**config.mk**
```make
export PLATFORM = sky130hd
export DESIGN_NAME = route_time_window_check_unit
export DESIGN_NICKNAME = d
export VERILOG_FILES = /design/src/sv/rtwc_pkg.sv /design/src/sv/rtwc_cfg.sv /design/src/sv/rtwc_step.sv /design/src/sv/rtwc_result.sv /design/src/sv/route_time_window_check_unit.sv
export SDC_FILE = /design/constraint.sdc
export NUM_CORES = 1
export LEC_CHECK = 0
export BUFFER_PORTS_ARGS = -buffer_cell sky130_fd_sc_hd__clkbuf_2
export CELL_PAD_IN_SITES_DETAIL_PLACEMENT = 1
export CELL_PAD_IN_SITES_GLOBAL_PLACEMENT = 2
export CORE_MARGIN = 4
export CORE_UTILIZATION = 35
export DETAILED_ROUTE_END_ITERATION = 10
export PLACE_DENSITY = 0.71
export SLEW_MARGIN = 15
export SYNTH_ARGS = -nofsm -noshare
export SYNTH_HDL_FRONTEND = slang
export SYNTH_SLANG_ARGS = --single-unit
```
**constraint.sdc**
```tcl
create_clock -name clk -period 11.7 [get_ports clk]
set_clock_uncertainty 0.15 [all_clocks]
set_input_delay 0.585 -clock clk [delete_from_list [all_inputs] [get_ports clk]]
set_output_delay 0.585 -clock clk [all_outputs]
set_load 0.05 [all_outputs]
```
**src/sv/rtwc_pkg.sv**
```systemverilog
// shared types, constants and helpers for the route time window checker
package rtwc_pkg;

    localparam int TIME_WIDTH     = 26;
    localparam int LEG_WIDTH      = 24;
    localparam int LOAD_WIDTH     = 16;
    localparam int CAP_WIDTH      = 16;
    localparam int LOAD_SUM_WIDTH = LOAD_WIDTH + 1;
    localparam int LOAD_CALC_WIDTH = LOAD_SUM_WIDTH + 1;
    localparam int SUM_WIDTH      = (TIME_WIDTH > LEG_WIDTH ? TIME_WIDTH : LEG_WIDTH) + 1;

    localparam int S_FIELD_BITS   = LEG_WIDTH + LOAD_WIDTH + 2 * TIME_WIDTH;
    localparam int S_TDATA_WIDTH  = ((S_FIELD_BITS + 7) / 8) * 8;
    localparam int M_FIELD_BITS   = 2 + 3 * TIME_WIDTH;
    localparam int M_TDATA_WIDTH  = ((M_FIELD_BITS + 7) / 8) * 8;

    localparam int PDATA_WIDTH    = (TIME_WIDTH > 32) ? 64 : 32;
    localparam int ADDR_LSB       = (TIME_WIDTH > 32) ? 3 : 2;
    localparam int REG_IDX_WIDTH  = 2;
    localparam int PADDR_WIDTH    = ADDR_LSB + REG_IDX_WIDTH;

    typedef logic [TIME_WIDTH-1:0] time_t;
    typedef logic [SUM_WIDTH-1:0]  tsum_t;

    localparam time_t TIME_MAX = '1;

    typedef enum logic [1:0] {
        ST_OK       = 2'd0,
        ST_DURATION = 2'd1,
        ST_WINDOW   = 2'd2,
        ST_CAPACITY = 2'd3
    } status_t;

    typedef enum logic [REG_IDX_WIDTH-1:0] {
        REG_DEPOT_OPEN       = 2'd0,
        REG_DEPOT_CLOSE      = 2'd1,
        REG_MAX_DURATION     = 2'd2,
        REG_VEHICLE_CAPACITY = 2'd3
    } reg_idx_t;

    typedef struct packed {
        time_t                 depot_open;
        time_t                 depot_close;
        time_t                 max_duration;
        logic [CAP_WIDTH-1:0]  vehicle_capacity;
    } cfg_t;

    // leg_time sits in the lowest bits, same order as the stream word
    typedef struct packed {
        logic                          last_stop;
        time_t                         window_close;
        time_t                         window_open;
        logic signed [LOAD_WIDTH-1:0]  load_change;
        logic [LEG_WIDTH-1:0]          leg_time;
    } stop_t;

    typedef struct packed {
        status_t fail_code;
        time_t   earliest;
        time_t   latest;
        time_t   elapsed;
    } finish_t;

    // status sits in the lowest bits, same order as the stream word
    typedef struct packed {
        time_t   route_duration;
        time_t   start_latest;
        time_t   start_earliest;
        status_t status;
    } result_t;

    function automatic time_t sub_floor(time_t a, time_t b);
        return (a > b) ? (a - b) : '0;
    endfunction

endpackage

```
**src/sv/rtwc_cfg.sv**
```systemverilog
// configuration register file with apb-style access
module rtwc_cfg (
    input  logic                              clk,
    input  logic                              rst_n,
    input  logic                              psel,
    input  logic                              penable,
    input  logic                              pwrite,
    input  logic [rtwc_pkg::PADDR_WIDTH-1:0]  paddr,
    input  logic [rtwc_pkg::PDATA_WIDTH-1:0]  pwdata,
    output logic [rtwc_pkg::PDATA_WIDTH-1:0]  prdata,
    output logic                              pready,
    output rtwc_pkg::cfg_t                    cfg
);
    import rtwc_pkg::*;

    cfg_t     cfg_reg;
    reg_idx_t idx;

    assign idx    = reg_idx_t'(paddr[ADDR_LSB +: REG_IDX_WIDTH]);
    assign pready = 1'b1;
    assign cfg    = cfg_reg;

    always_ff @(posedge clk or negedge rst_n)
    begin
        if (!rst_n)
        begin
            cfg_reg.depot_open       <= '0;
            cfg_reg.depot_close      <= TIME_MAX;
            cfg_reg.max_duration     <= TIME_MAX;
            cfg_reg.vehicle_capacity <= '1;
        end
        else if (psel && penable && pwrite && pready)
        begin
            unique case (idx)
                REG_DEPOT_OPEN:       cfg_reg.depot_open       <= pwdata[TIME_WIDTH-1:0];
                REG_DEPOT_CLOSE:      cfg_reg.depot_close      <= pwdata[TIME_WIDTH-1:0];
                REG_MAX_DURATION:     cfg_reg.max_duration     <= pwdata[TIME_WIDTH-1:0];
                REG_VEHICLE_CAPACITY: cfg_reg.vehicle_capacity <= pwdata[CAP_WIDTH-1:0];
                default:              cfg_reg <= cfg_reg;
            endcase
        end
    end

    always_comb
    begin
        unique case (idx)
            REG_DEPOT_OPEN:       prdata = PDATA_WIDTH'(cfg_reg.depot_open);
            REG_DEPOT_CLOSE:      prdata = PDATA_WIDTH'(cfg_reg.depot_close);
            REG_MAX_DURATION:     prdata = PDATA_WIDTH'(cfg_reg.max_duration);
            REG_VEHICLE_CAPACITY: prdata = PDATA_WIDTH'(cfg_reg.vehicle_capacity);
            default:              prdata = '0;
        endcase
    end

endmodule

```
**src/sv/rtwc_step.sv**
```systemverilog
// per-stop update of the route times, load and fail code
module rtwc_step (
    input  logic              clk,
    input  logic              rst_n,
    input  rtwc_pkg::cfg_t    cfg,
    input  logic              in_valid,
    input  rtwc_pkg::stop_t   item,
    output logic              take,
    input  logic              fin_ready,
    output logic              fin_valid,
    output rtwc_pkg::finish_t fin
);
    import rtwc_pkg::*;

    localparam logic signed [LOAD_CALC_WIDTH-1:0] LOAD_HI =
        LOAD_CALC_WIDTH'((2 ** (LOAD_SUM_WIDTH - 1)) - 1);
    localparam logic signed [LOAD_CALC_WIDTH-1:0] LOAD_LO = LOAD_CALC_WIDTH'(-LOAD_HI - 1);

    function automatic time_t sat_add(tsum_t a, tsum_t b);
        tsum_t s;
        s = a + b;
        if (s > tsum_t'(TIME_MAX))
            return TIME_MAX;
        return s[TIME_WIDTH-1:0];
    endfunction

    time_t                              earliest_reg, earliest_next;
    time_t                              latest_reg, latest_next;
    time_t                              elapsed_reg, elapsed_next;
    logic signed [LOAD_SUM_WIDTH-1:0]   load_reg, load_next;
    status_t                            fail_reg, fail_next;
    logic                               in_route_reg;
    logic                               fin_valid_reg, fin_valid_next;
    finish_t                            fin_reg;

    // route start values
    time_t                              e0, l0, el0;
    logic signed [LOAD_SUM_WIDTH-1:0]   load0;
    status_t                            fail0;
    // after the leg
    time_t                              e1, l1, el1;
    logic signed [LOAD_CALC_WIDTH-1:0]  load_wide;
    logic signed [LOAD_CALC_WIDTH-1:0]  cap_wide;

    assign take      = in_valid && (!item.last_stop || !fin_valid_reg || fin_ready);
    assign fin_valid = fin_valid_reg;
    assign fin       = fin_reg;

    always_comb
    begin
        e0    = in_route_reg ? earliest_reg : cfg.depot_open;
        l0    = in_route_reg ? latest_reg   : cfg.depot_close;
        el0   = in_route_reg ? elapsed_reg  : '0;
        load0 = in_route_reg ? load_reg     : '0;
        fail0 = in_route_reg ? fail_reg     : ST_OK;

        e1  = sat_add(tsum_t'(e0),  tsum_t'(item.leg_time));
        l1  = sat_add(tsum_t'(l0),  tsum_t'(item.leg_time));
        el1 = sat_add(tsum_t'(el0), tsum_t'(item.leg_time));

        load_wide = LOAD_CALC_WIDTH'(load0) + LOAD_CALC_WIDTH'(item.load_change);
        cap_wide  = $signed({{(LOAD_CALC_WIDTH - CAP_WIDTH){1'b0}}, cfg.vehicle_capacity});

        earliest_next = e0;
        latest_next   = l0;
        elapsed_next  = el0;
        load_next     = load0;
        fail_next     = fail0;

        if (fail0 == ST_OK)
        begin
            earliest_next = e1;
            latest_next   = l1;
            elapsed_next  = el1;
            priority if (el1 > cfg.max_duration)
            begin
                fail_next = ST_DURATION;
            end
            else if (e1 > item.window_close)
            begin
                fail_next = ST_WINDOW;
            end
            else
            begin
                if (l1 < item.window_open)
                begin
                    // whole window lies ahead: wait for the opening
                    elapsed_next  = sat_add(tsum_t'(el1),
                                            tsum_t'(sub_floor(item.window_open, e1)));
                    earliest_next = item.window_open;
                    latest_next   = item.window_open;
                end
                else
                begin
                    if (item.window_open > e1)
                        earliest_next = item.window_open;
                    if (item.window_close < l1)
                        latest_next = item.window_close;
                end
                if (load_wide > cap_wide)
                    fail_next = ST_CAPACITY;
                priority if (load_wide > LOAD_HI)
                    load_next = LOAD_HI[LOAD_SUM_WIDTH-1:0];
                else if (load_wide < LOAD_LO)
                    load_next = LOAD_LO[LOAD_SUM_WIDTH-1:0];
                else
                    load_next = load_wide[LOAD_SUM_WIDTH-1:0];
            end
        end

        priority if (take && item.last_stop)
            fin_valid_next = 1'b1;
        else if (fin_ready)
            fin_valid_next = 1'b0;
        else
            fin_valid_next = fin_valid_reg;
    end

    always_ff @(posedge clk or negedge rst_n)
    begin
        if (!rst_n)
        begin
            in_route_reg  <= 1'b0;
            fail_reg      <= ST_OK;
            fin_valid_reg <= 1'b0;
        end
        else
        begin
            fin_valid_reg <= fin_valid_next;
            if (take)
            begin
                in_route_reg <= !item.last_stop;
                fail_reg     <= fail_next;
            end
        end
    end

    always_ff @(posedge clk)
    begin
        if (take)
        begin
            earliest_reg <= earliest_next;
            latest_reg   <= latest_next;
            elapsed_reg  <= elapsed_next;
            load_reg     <= load_next;
            if (item.last_stop)
            begin
                fin_reg.fail_code <= fail_next;
                fin_reg.earliest  <= earliest_next;
                fin_reg.latest    <= latest_next;
                fin_reg.elapsed   <= elapsed_next;
            end
        end
    end

    // a latched violation holds for the rest of the route
    assert property (@(posedge clk) disable iff (!rst_n)
        take && in_route_reg && fail_reg != ST_OK && !item.last_stop
        |=> fail_reg == $past(fail_reg))
        else $error("fail code changed after a violation");

    // the last stop closes the route
    assert property (@(posedge clk) disable iff (!rst_n)
        take && item.last_stop |=> !in_route_reg && fin_valid_reg)
        else $error("route not closed at last stop");

    // a pending finish word is not overwritten
    assert property (@(posedge clk) disable iff (!rst_n)
        fin_valid_reg && !fin_ready |=> fin_valid_reg && $stable(fin_reg))
        else $error("finish word lost while stalled");

endmodule

```
**src/sv/rtwc_result.sv**
```systemverilog
// final duration check, departure window and result register
module rtwc_result (
    input  logic              clk,
    input  logic              rst_n,
    input  rtwc_pkg::time_t   max_duration,
    input  logic              fin_valid,
    input  rtwc_pkg::finish_t fin,
    output logic              fin_ready,
    output logic              out_valid,
    input  logic              out_ready,
    output rtwc_pkg::result_t result
);
    import rtwc_pkg::*;

    logic    out_valid_reg, out_valid_next;
    result_t result_reg, result_next;
    status_t status_final;

    assign fin_ready = !out_valid_reg || out_ready;
    assign out_valid = out_valid_reg;
    assign result    = result_reg;

    always_comb
    begin
        // waiting at the return depot can still push the duration over
        if (fin.fail_code == ST_OK && fin.elapsed > max_duration)
            status_final = ST_DURATION;
        else
            status_final = fin.fail_code;

        result_next.status = status_final;
        if (status_final == ST_OK)
        begin
            result_next.start_earliest = sub_floor(fin.earliest, fin.elapsed);
            result_next.start_latest   = sub_floor(fin.latest, fin.elapsed);
            result_next.route_duration = fin.elapsed;
        end
        else
        begin
            result_next.start_earliest = '0;
            result_next.start_latest   = '0;
            result_next.route_duration = '0;
        end

        priority if (fin_valid && fin_ready)
            out_valid_next = 1'b1;
        else if (out_ready)
            out_valid_next = 1'b0;
        else
            out_valid_next = out_valid_reg;
    end

    always_ff @(posedge clk or negedge rst_n)
    begin
        if (!rst_n)
            out_valid_reg <= 1'b0;
        else
            out_valid_reg <= out_valid_next;
    end

    always_ff @(posedge clk)
    begin
        if (fin_valid && fin_ready)
            result_reg <= result_next;
    end

endmodule

```
**src/sv/route_time_window_check_unit.sv**
```systemverilog
// top level of the route time window feasibility checker
// the last stop of a route gives its result word on m_tvalid after it is accepted, by way
//   of the input register (loaded at the accepting edge), the route update's finish register
//   and the result register
// throughput: one stop word per cycle, no stall unless the result side backs up
// reset: rst_n clears all valid flags and the route state and loads the register defaults;
//   there is no clearing pass, the block takes words from the first cycle after reset
module route_time_window_check_unit (
    input  logic                                clk,
    input  logic                                rst_n,
    // configuration port
    input  logic                                psel,
    input  logic                                penable,
    input  logic                                pwrite,
    input  logic [rtwc_pkg::PADDR_WIDTH-1:0]    paddr,
    input  logic [rtwc_pkg::PDATA_WIDTH-1:0]    pwdata,
    output logic [rtwc_pkg::PDATA_WIDTH-1:0]    prdata,
    output logic                                pready,
    // stop words
    input  logic                                s_tvalid,
    output logic                                s_tready,
    // leg_time, load_change, window_open, window_close, zero pad
    input  logic [rtwc_pkg::S_TDATA_WIDTH-1:0]  s_tdata,
    // last_stop
    input  logic                                s_tlast,
    // result words
    output logic                                m_tvalid,
    input  logic                                m_tready,
    // status, start_earliest, start_latest, route_duration
    output logic [rtwc_pkg::M_TDATA_WIDTH-1:0]  m_tdata
);
    import rtwc_pkg::*;

    cfg_t    cfg;
    logic    in_valid_reg, in_valid_next;
    stop_t   in_item_reg;
    logic    step_take;
    logic    s_accept;
    logic    fin_valid;
    logic    fin_ready;
    finish_t fin;
    result_t result;

    rtwc_cfg u_cfg (
        .clk     (clk),
        .rst_n   (rst_n),
        .psel    (psel),
        .penable (penable),
        .pwrite  (pwrite),
        .paddr   (paddr),
        .pwdata  (pwdata),
        .prdata  (prdata),
        .pready  (pready),
        .cfg     (cfg)
    );

    // input register: takes a new word when empty or whenever the held one moves on
    assign s_tready = !in_valid_reg || step_take;
    assign s_accept = s_tvalid && s_tready;

    always_comb
    begin
        priority if (s_accept)
            in_valid_next = 1'b1;
        else if (step_take)
            in_valid_next = 1'b0;
        else
            in_valid_next = in_valid_reg;
    end

    always_ff @(posedge clk or negedge rst_n)
    begin
        if (!rst_n)
            in_valid_reg <= 1'b0;
        else
            in_valid_reg <= in_valid_next;
    end

    always_ff @(posedge clk)
    begin
        if (s_accept)
            in_item_reg <= {s_tlast, s_tdata[S_FIELD_BITS-1:0]};
    end

    // route update: one stop per cycle, a last stop waits only for a free finish slot
    rtwc_step u_step (
        .clk       (clk),
        .rst_n     (rst_n),
        .cfg       (cfg),
        .in_valid  (in_valid_reg),
        .item      (in_item_reg),
        .take      (step_take),
        .fin_ready (fin_ready),
        .fin_valid (fin_valid),
        .fin       (fin)
    );

    // result register toward the master side
    rtwc_result u_result (
        .clk          (clk),
        .rst_n        (rst_n),
        .max_duration (cfg.max_duration),
        .fin_valid    (fin_valid),
        .fin          (fin),
        .fin_ready    (fin_ready),
        .out_valid    (m_tvalid),
        .out_ready    (m_tready),
        .result       (result)
    );

    assign m_tdata = M_TDATA_WIDTH'(result);

endmodule
```
After elaboration in Yosys (flattened, before gate mapping)
Index checks and enable logic that the tools add are counted.

Bits in registers: 448. Logic and storage cells: 134.

Add/sub/neg operators: 8. Multiplexer cells: 53. Magnitude comparators: 15. Equal/unequal tests: 3. Reduce and logical (&&, ||, !) cells: 29.

Operator list (number): two-way mux 26 bit (26); greater-than comparator 26 bit (6); case mux 32 bit (4 select lines) (1); greater-than comparator 27 x 26 -> 1 bit, second input constant (4); two-way mux 17 bit (6); adder 26 x 24 -> 27 bit (3); subtractor 26 bit (3); < comparator 26 bit (2); adder 26 x 26 -> 27 bit (1); adder 17 x 16 -> 18 bit (1); greater-than comparator 18 x 17 -> 1 bit (1); greater-than comparator 18 x 17 -> 1 bit, second input constant (1); < comparator 18 x 17 -> 1 bit, second input constant (1); two-way mux 1 bit (14); AND reduction 2 bit (7); two-way mux 2 bit (6); zero test 2 bit (4); logical AND 1 bit (7); nonzero test 2 bit (3); == test 2 bit, second input constant (2); zero test 1 bit (4); logical OR 1 bit (4); == test 2 x 1 -> 1 bit, second input constant (1).

Depth between registers and ports, before layout
Gate-level depths: netlist of run 1.

Word-level depth: 19. Gate-level depth with buffers: 46.

Hierarchy
A second synthesis of run 1 with hierarchy kept.

Cells, all modules: 3223. Area total of the unflattened synthesis: 32675.1 sq um.

Modules (own cells, without submodules): rtwc_step (cells an instance 2189, instances 1, area an instance 19077.0 sq um); rtwc_result (cells an instance 670, instances 1, area an instance 6408.6 sq um); rtwc_cfg (cells an instance 267, instances 1, area an instance 4342.9 sq um); route_time_window_check_unit (cells an instance 97, instances 1, area an instance 2846.5 sq um).

Worst setup path after synthesis of run 1
OpenSTA, ideal clock, no wires.

Kind: register -> register. From: reg u_step.in_route_reg. To: reg u_step.elapsed_reg[1] (data pin). Required time: 11.274 ns. Clock period less this slack: 9.117 ns. Setup time: 0.276 ns. Path buffers: 7. Arrival: 8.692 ns. Setup slack: 2.583 ns. Cell stages (with the launch flop): 46. Path through: dfrtp_1 -> clkbuf_1 -> clkbuf_1 -> buf_1 -> clkbuf_1 -> mux2i_1 -> inv_1 -> ha_1 -> a211oi_2 -> or4_4 -> nand3_2 -> a31oi_1 -> o21ai_0 -> nand2_1 -> a21o_1 -> a21oi_1 -> xnor2_1 -> nand2_1 -> [... 10 more ...] -> a21o_4 -> clkbuf_1 -> nor2_1 -> ha_1 -> fa_1 -> a21oi_1 -> nand4b_1 -> a21oi_1 -> o21a_1 -> a31oi_1 -> o21ai_0 -> a21oi_1 -> o21bai_1 -> o311ai_0 -> nand3b_1 -> clkbuf_1 -> o22ai_1 -> a21oi_1.

Longest elaborated chain between the ends: 19. Elaborated cells between the ends (all ways): 35. Classes of those cells: add/sub (5); order compare (8); mux (21); reduce/logical (1).

Ends and longest elaborated chain: start: declaration (line rtwc_step.sv:32) `logic in_route_reg;`; start signal: assignment (line rtwc_step.sv:132) `in_route_reg <= !item.last_stop;`; two-way mux 26 bit (line rtwc_step.sv:51) `e0 = in_route_reg ? earliest_reg : cfg.depot_open;`; adder 26 x 24 -> 27 bit (line rtwc_step.sv:21) `s = a + b;`; greater-than comparator 27 x 26 -> 1 bit (line rtwc_step.sv:22) `if (s > tsum_t'(TIME_MAX))`; two-way mux 1 bit (line rtwc_step.sv:22); two-way mux 26 bit (line rtwc_step.sv:24) `return s[TIME_WIDTH-1:0];`; subtractor 26 bit / greater-than comparator 26 bit (equally long branches) (line rtwc_pkg.sv:73) `return (a > b) ? (a - b) : '0;`; two-way mux 26 bit (line rtwc_pkg.sv:73); adder 26 x 26 -> 27 bit (line rtwc_step.sv:21); [... 4 more ...]; two-way mux 1 bit (line rtwc_step.sv:75) `priority if (el1 > cfg.max_duration)`; two-way mux 1 bit (line rtwc_step.sv:70) `if (fail0 == ST_OK)`; two-way mux 26 bit (line rtwc_step.sv:24); two-way mux 26 bit (line rtwc_step.sv:85) `if (l1 < item.window_open)`; two-way mux 26 bit (line rtwc_step.sv:79) `else if (e1 > item.window_close)`; two-way mux 26 bit (line rtwc_step.sv:75); two-way mux 26 bit * (line rtwc_step.sv:70); via u_step.elapsed_next[1] (line rtwc_step.sv:29) `time_t elapsed_reg, elapsed_next;`; end signal: assignment (line rtwc_step.sv:144) `elapsed_reg <= elapsed_next;`; end: declaration (line rtwc_step.sv:29).

Mark *: on every way through the listed nets, which the timed path passes. The rest lies on a longest branch. The select of a mux whose other input is x is not followed. A chain may end at the register's enable or synchronous reset.

Worst setup path in the final report of run 1
From: reg u_step.in_route_reg. To: reg u_step.fin_reg, in the netlist u_step.fin[2] (data pin).

Longest elaborated chain between the ends: 19. Elaborated cells between the ends (all ways): 35. Classes of those cells: add/sub (5); order compare (8); mux (21); reduce/logical (1).

Ends and longest elaborated chain: two-way mux 26 bit (line rtwc_step.sv:51); adder 26 x 24 -> 27 bit (line rtwc_step.sv:21); greater-than comparator 27 x 26 -> 1 bit (line rtwc_step.sv:22); two-way mux 1 bit (line rtwc_step.sv:22); two-way mux 26 bit (line rtwc_step.sv:24); subtractor 26 bit / greater-than comparator 26 bit (equally long branches) (line rtwc_pkg.sv:73); two-way mux 26 bit (line rtwc_pkg.sv:73); adder 26 x 26 -> 27 bit (line rtwc_step.sv:21); [... 4 more ...]; two-way mux 1 bit (line rtwc_step.sv:75); two-way mux 1 bit (line rtwc_step.sv:70); two-way mux 26 bit (line rtwc_step.sv:24); two-way mux 26 bit (line rtwc_step.sv:85); two-way mux 26 bit (line rtwc_step.sv:79); two-way mux 26 bit (line rtwc_step.sv:75); two-way mux 26 bit * (line rtwc_step.sv:70); via u_step.elapsed_next[2] (line rtwc_step.sv:29); end: declaration (line rtwc_step.sv:34) `finish_t fin_reg;`.

Marks and branches as above.

==> results of run 1 <==
final cells by class:
class                   instances  area (um2)
clock buffers                  68        1430
fillers                     10032       52800
inverters                     251         943
well taps                    1176        1470
diodes                          3        7.51
multi-input cells            2385       17500
repair buffers                377        2520
flip-flops and latches        448       13000
clock inverters                32         419
metal layers:
layer,up-vias,GRT usage (%)
met2,664,40.3
met1,13194,35.6
met4,0,6.44
li1,12324,-
met3,123,2.59
met5,-,0
repair_timing:
action	4_1_cts	5_1_grt
resized for setup	0	0
buffers inserted	0	0
endpoints found under the hold margin	118	0
hold buffers	109	0
worst min-delay path: cells and delay by family:
family | cells | cell delay [ns]
buffers and inverters | 1 | 0.11
AND/OR/NAND/NOR | 1 | 0.06
AO/OA/AOI/OAI | 1 | 0.08
cell families after synthesis:
family                     Yosys count
other                                2
muxes                              181
AOI/OAI and AO/OA                  827
xor gates and xnor gates           154
buffers and inverters              357
adders and majority gates          343
DFF                                448
and+or+nand+nor                    873
how the worst max path moves through the flow:
stage / to / slack [ns] / cells after the start
finish: u_step.fin[2] / 1.05 / 35
CTS: u_step.fin[2] / 1.12 / 35
global route: u_step.fin[2] / 0.40 / 35
detailed placement: u_step.elapsed_reg[2] / 1.13 / 35
floorplan: u_step.elapsed_reg[1] / 2.58 / 45
global placement: u_step.fin[10] / 1.35 / 38
cells in the mapped netlist (all sizes together), types with 17 or more instances:
cell	number
o21bai	28
a21o	102
o21a	37
xnor2	98
nor2b	51
edfxtp	348
dfstp	68
and3	20
and2	64
nand4	53
ha	332
nand3	48
nor2	251
o22ai	44
a31oi	24
mux2i	45
xor2	56
inv	251
o21ai	238
o211ai	17
buf	26
nand2	245
or2	18
nor3	41
mux2	120
a21oi	189
dfrtp	32
a211oi	23
clkbuf	80
nand2b	31
metrics by stage:
step                      std cells  cell area, um2
after floorplan                3190           31900
after global placement         4528           34400
after detailed placement       4528           34400
after CTS                      4737           37300
after global routing           4737           37300
final                          4740           37300
==> results.json, run 1 <==
{
  "final_cell_mix": "edfxtp_1 (348), ha_1 (332), inv_1 (249), nor2_1 (248), nand2_1 (245)",
  "fin_ws_ns": 1.05,
  "worstMarginPinSlew_ns": 1.12,
  "reg2reg_depth": 35,
  "post-route-min-period_ns": 10.65,
  "fp-row-count": 110,
  "whs_endpoint": "u_cfg.cfg[30]",
  "synth.top_cell.area_share_pct": 32.8,
  "synthesis.area_um2": 31900,
  "slew_headroom_pct": 24.9,
  "maxSlewViolCount": 0,
  "synth_ff_type": "edfxtp_1",
  "synth_area_per_cell_um2": 10.0,
  "cts_root_buf": "clkbuf_16",
  "hold_ws_ns": 0.0606,
  "layout_commonest_cell": "edfxtp_1",
  "htreeDepth": 2,
  "grt_setup_unrepaired": "false",
  "synth-simple-area-share_pct": 13.2,
  "cts-buffers-inserted": 53,
  "firstDrtPassIters": 5,
  "synth-xor-area-share_pct": 4.23,
  "yosysWarnings": 0,
  "yosysSeqAreaShare_pct": 40.9,
  "worstSetupStartpointType": "register",
  "synth_mux_area_share_pct": 6.78,
  "cts_tree": "yes",
  "run_status": "finished clean",
  "reg2reg_to": "u_step.fin[2]",
  "hold_class": "in -> reg",
  "synth_edf_count": 348,
  "drive_gt1_share_pct": 17.8,
  "required_ns": 11.91,
  "post_drt_via_cell_ratio": 5.55,
  "wl_met1_um": 57200,
  "setup_tns_ns": 0,
  "synth-async-reset-ratio_pct": 22.3,
  "insertion_delay_ns": 0.67,
  "cp.arrival_ns": 10.86,
  "die-height_um": 310,
  "gp_congestion": 0.913,
  "core_um2": 90100,
  "grt_overflow": 0,
  "hpwl_um": 98000,
  "synthToLayoutAreaGrowth_pct": 17.1,
  "route.met2.wl_um": 54800,
  "cpMaxStageDelayCell": "dfrtp_4",
  "ys_ff_latch": 448,
  "drtIter0Drc": 1787,
  "cts.clk_slew.worst_paths_ns": 0.06,
  "finalSetupViolCount": 0,
  "track_usage_pct": 24.8,
  "cp_common_cell": "o21ai_0",
  "holdPathStages": 3,
  "hold_path_startpoint": "pwdata[14]",
  "synth_adder_area_share_pct": 13.6,
  "die_x_um": 310,
  "synthTopCellsByArea": "edfxtp_1 (33%), ha_1 (13%), dfstp_2 (5.6%)",
  "top_layer_used": "met4",
  "port_buffers": 235,
  "wire_per_inst_um": 25.5,
  "synth_compound_area_share_pct": 16.7,
  "cp_top_family": "compound AO/OA/AOI/OAI gates",
  "fin_nets": 3996,
  "routed_wirelength_um": 121000,
  "cpPeakStageDelay_ns": 0.86,
  "cap_violations": 0,
  "io_pins": 255,
  "critPathKind": "reg -> reg",
  "cp-end-kind": "register",
  "crit_path_max_fanout": 45,
  "drtAntennaViolNets": 0,
  "start_util_pct": 35.4,
  "fmax_mhz": 93.9,
  "grt_first_pass_wirelength_um": 178000,
  "critPathBufInv": 3,
  "finalCritPeriodShare_pct": 91.0,
  "yosysTopAreaCell": "edfxtp_1",
  "syn_inst": 3185,
  "pre_cts_slack_ns": 1.13,
  "die_area_um2": 96000,
  "synth_top_family_by_area": "compound AO/OA/AOI/OAI gates",
  "largest_reg_flops": 94,
  "cts_buffer_depth": 3,
  "num_vias": 26305,
  "startpoint": "u_step.in_route_reg",
  "r2r_start": "u_step.in_route_reg",
  "wl_met3_um": 5880,
  "hold_viol_final": 0,
  "ys_types": 103,
  "r2r_slack_ns": 1.05,
  "grt_pass1_vias": 27403,
  "grt_max_degree": 73,
  "antenna_found_initial": 3,
  "drc_errors": 0,
  "utilization_pct": 41.4,
  "cts_num_sinks": 448
}
Power of run 1 is not shown: default switching activity piles up to over one toggle a cycle in this logic, so the estimate is an artifact.
==> run 2: changes to the inputs <==
Settings changed: ABC_AREA set to 1, PLACE_DENSITY 0.71 to 0.76.
==> run 2 against run 1 <==
- non-clock buffer count fell by 16
- clock-buffer cell count unchanged
- global-route usage up 2.9 points
- synthesized area is 3.3% higher
- fmax is 15% higher
- design area rose by 2.4%
- hold slack got worse by 0.025 ns
- sequential cell count unchanged
- critical path depth increased by 8
==> results.json, run 2 <==
{
  "run_status": "finished clean",
  "ys_types": 65,
  "synthToLayoutAreaGrowth_pct": 16.1,
  "antenna_found_initial": 9,
  "cp_common_cell": "nand2_1",
  "port_buffers": 235,
  "cts-buffers-inserted": 53,
  "holdBufCountCts": 87,
  "grt_setup_unrepaired": "false",
  "setup_tns_ns": 0,
  "grt_overflow": 0,
  "critPathKind": "reg -> reg",
  "synth_area_per_cell_um2": 7.97,
  "crit_path_max_fanout": 56,
  "hpwl_um": 114000,
  "io_pins": 255,
  "grt_first_pass_wirelength_um": 204000,
  "wl_met1_um": 63700,
  "n_fill_cell": 11388,
  "worstMarginPinSlew_ns": 1.28,
  "power_density_nw_per_um2": 339,
  "synth_edf_count": 348,
  "ys_ff_latch": 448,
  "wl_met3_um": 6970,
  "grt_max_degree": 78,
  "cp-end-kind": "register",
  "cp.arrival_ns": 9.39,
  "drtAntennaViolNets": 0,
  "routed_wirelength_um": 139000,
  "core_um2": 93300,
  "cpPeakStageDelay_ns": 0.74,
  "syn_inst": 4132,
  "finalSetupViolCount": 0,
  "hold_viol_final": 0,
  "utilization_pct": 41.0,
  "start_util_pct": 35.3,
  "layout_commonest_cell": "nand2_1",
  "synthesis.area_um2": 32900,
  "track_usage_pct": 27.8,
  "post_drt_via_cell_ratio": 5.32,
  "cts.clk_slew.worst_paths_ns": 0.06,
  "drc_errors": 0,
  "pre_cts_slack_ns": 2.50,
  "route.met2.wl_um": 63400,
  "fmax_mhz": 108,
  "hold_class": "in -> reg",
  "synth_ff_type": "edfxtp_1",
  "worstSetupStartpointType": "register",
  "synth-async-reset-ratio_pct": 22.3,
  "largest_reg_flops": 94,
  "yosysSeqAreaShare_pct": 39.6,
  "maxSlewViolCount": 0,
  "cts_resized": 0,
  "die_area_um2": 99000,
  "num_vias": 30536,
  "synth.top_cell.area_share_pct": 31.7,
  "drive_gt1_share_pct": 11.2,
  "insertion_delay_ns": 0.66,
  "wire_per_inst_um": 24.2,
  "htreeDepth": 2,
  "cts_setup_buffers": 0,
  "total_power_w": 0.0130,
  "cpMaxStageDelayCell": "dfrtp_4",
  "drtIter0Drc": 2328,
  "firstDrtPassIters": 7,
  "synth_commonest_cells": "nand2_1 (1051), inv_1 (530), edfxtp_1 (348)",
  "yosysMostFrequentCell": "nand2_1",
  "cts_buffer_depth": 3,
  "grt_pass1_vias": 31414,
  "gp_congestion": 0.914,
  "yosysTopAreaCell": "edfxtp_1",
  "die-height_um": 315,
  "cts_num_sinks": 448,
  "finalCritPeriodShare_pct": 78.8,
  "required_ns": 11.87,
  "fin_ws_ns": 2.48,
  "die_x_um": 315,
  "post-route-min-period_ns": 9.22,
  "cts_root_buf": "clkbuf_16",
  "hold_ws_ns": 0.0358,
  "final_cell_mix": "nand2_1 (1050), inv_1 (526), edfxtp_1 (348), a21oi_1 (334), ha_1 (332)",
  "max-vdd-ir-drop_uv": 135,
  "cap_violations": 0,
  "fp-row-count": 112,
  "r2r_slack_ns": 2.48,
  "slew_headroom_pct": 14.0,
  "top_layer_used": "met5",
  "leakage_nw": 18.0,
  "fin_nets": 4918,
  "cts_tree": "yes",
  "synthTopCellsByArea": "edfxtp_1 (32%), ha_1 (13%), nand2_1 (12%)",
  "yosysWarnings": 0
}
==> run 2: changes by cell type after synthesis, sizes merged, moves of 83 or more <==
cell / previous run / this run
inv: 251 / 535
a21oi: 189 / 335
mux2: 120 / 0
a21o: 102 / 19
nand2: 245 / 1068
nand3: 48 / 234
==> run 2: kinds of logic (layout without fill, tap and decap cells) <==
logic type / Yosys count / count (layout) / synth area share (%)
simple gates: 1724 / 1724 / 22.0
compound gates: 847 / 847 / 14.5
buf+inv: 654 / 1000 / 7.70
flops: 448 / 448 / 39.6
fa+ha+maj: 340 / 340 / 13.1
xor+xnor: 117 / 117 / 3.11
other cells: 2 / 9 / 0.0228
==> run 2: path summary, 6_finish.rpt <==
kind                                      from         endpoint  depth (start not counted)
min in group asynchronous                rst_n    u_cfg.cfg[69]                          2
max in group asynchronous                rst_n    u_cfg.cfg[88]                          3
hold reg to reg                  u_cfg.cfg[90]    u_cfg.cfg[90]                          2
hold / removal                     s_tdata[40]  in_item_reg[40]                          1
setup reg to reg           u_step.in_route_reg    u_step.fin[7]                         43
setup / recovery           u_step.in_route_reg    u_step.fin[7]                         43
==> run 2: report_power, final <==
part | internal [W] | switching, W
clock | 0.00103 | 0.000729
sequential | 0.00234 | 0.000222
combinational | 0.00259 | 0.00607
==> run 2: cell type report <==
cell class              instances  area (um2)  share of cell area, %
diodes                          2        5.00                 0.0131
clock buffers                  68        1440                   3.77
clock inverters                32         388                   1.01
inverters                     539        2030                   5.31
multi-input cells            3035       17400                   45.5
flip-flops and latches        448       13000                   34.1
well taps                    1254        1570                   4.11
repair buffers                361        2340                   6.13
==> run 2: critical path, delay by kind of cell (launching register included) <==
family | cells | cell delay (ns)
compound gates | 4 | 0.87
fa+ha+maj | 5 | 1.63
buf+inv | 6 | 1.45
flops | 1 | 0.74
simple gates | 28 | 3.96
==> run 2: through the flow <==
| step | std cells | cell area [um2] |
|---|---|---|
| after CTS | 5737 | 38200 |
| after floorplan | 4137 | 32900 |
| after detailed placement | 5550 | 35500 |
| after global routing | 5738 | 38200 |
| after global placement | 5550 | 35500 |
| final | 5739 | 38200 |
==> run 2: layer usage <==
layer	track usage (%)	vias up
met3	2.66	170
met4	8.95	2
met5	0	-
met1	38.7	14991
met2	45.6	748
li1	-	14625
No activity file was read; power rests on OpenSTA's default activity.
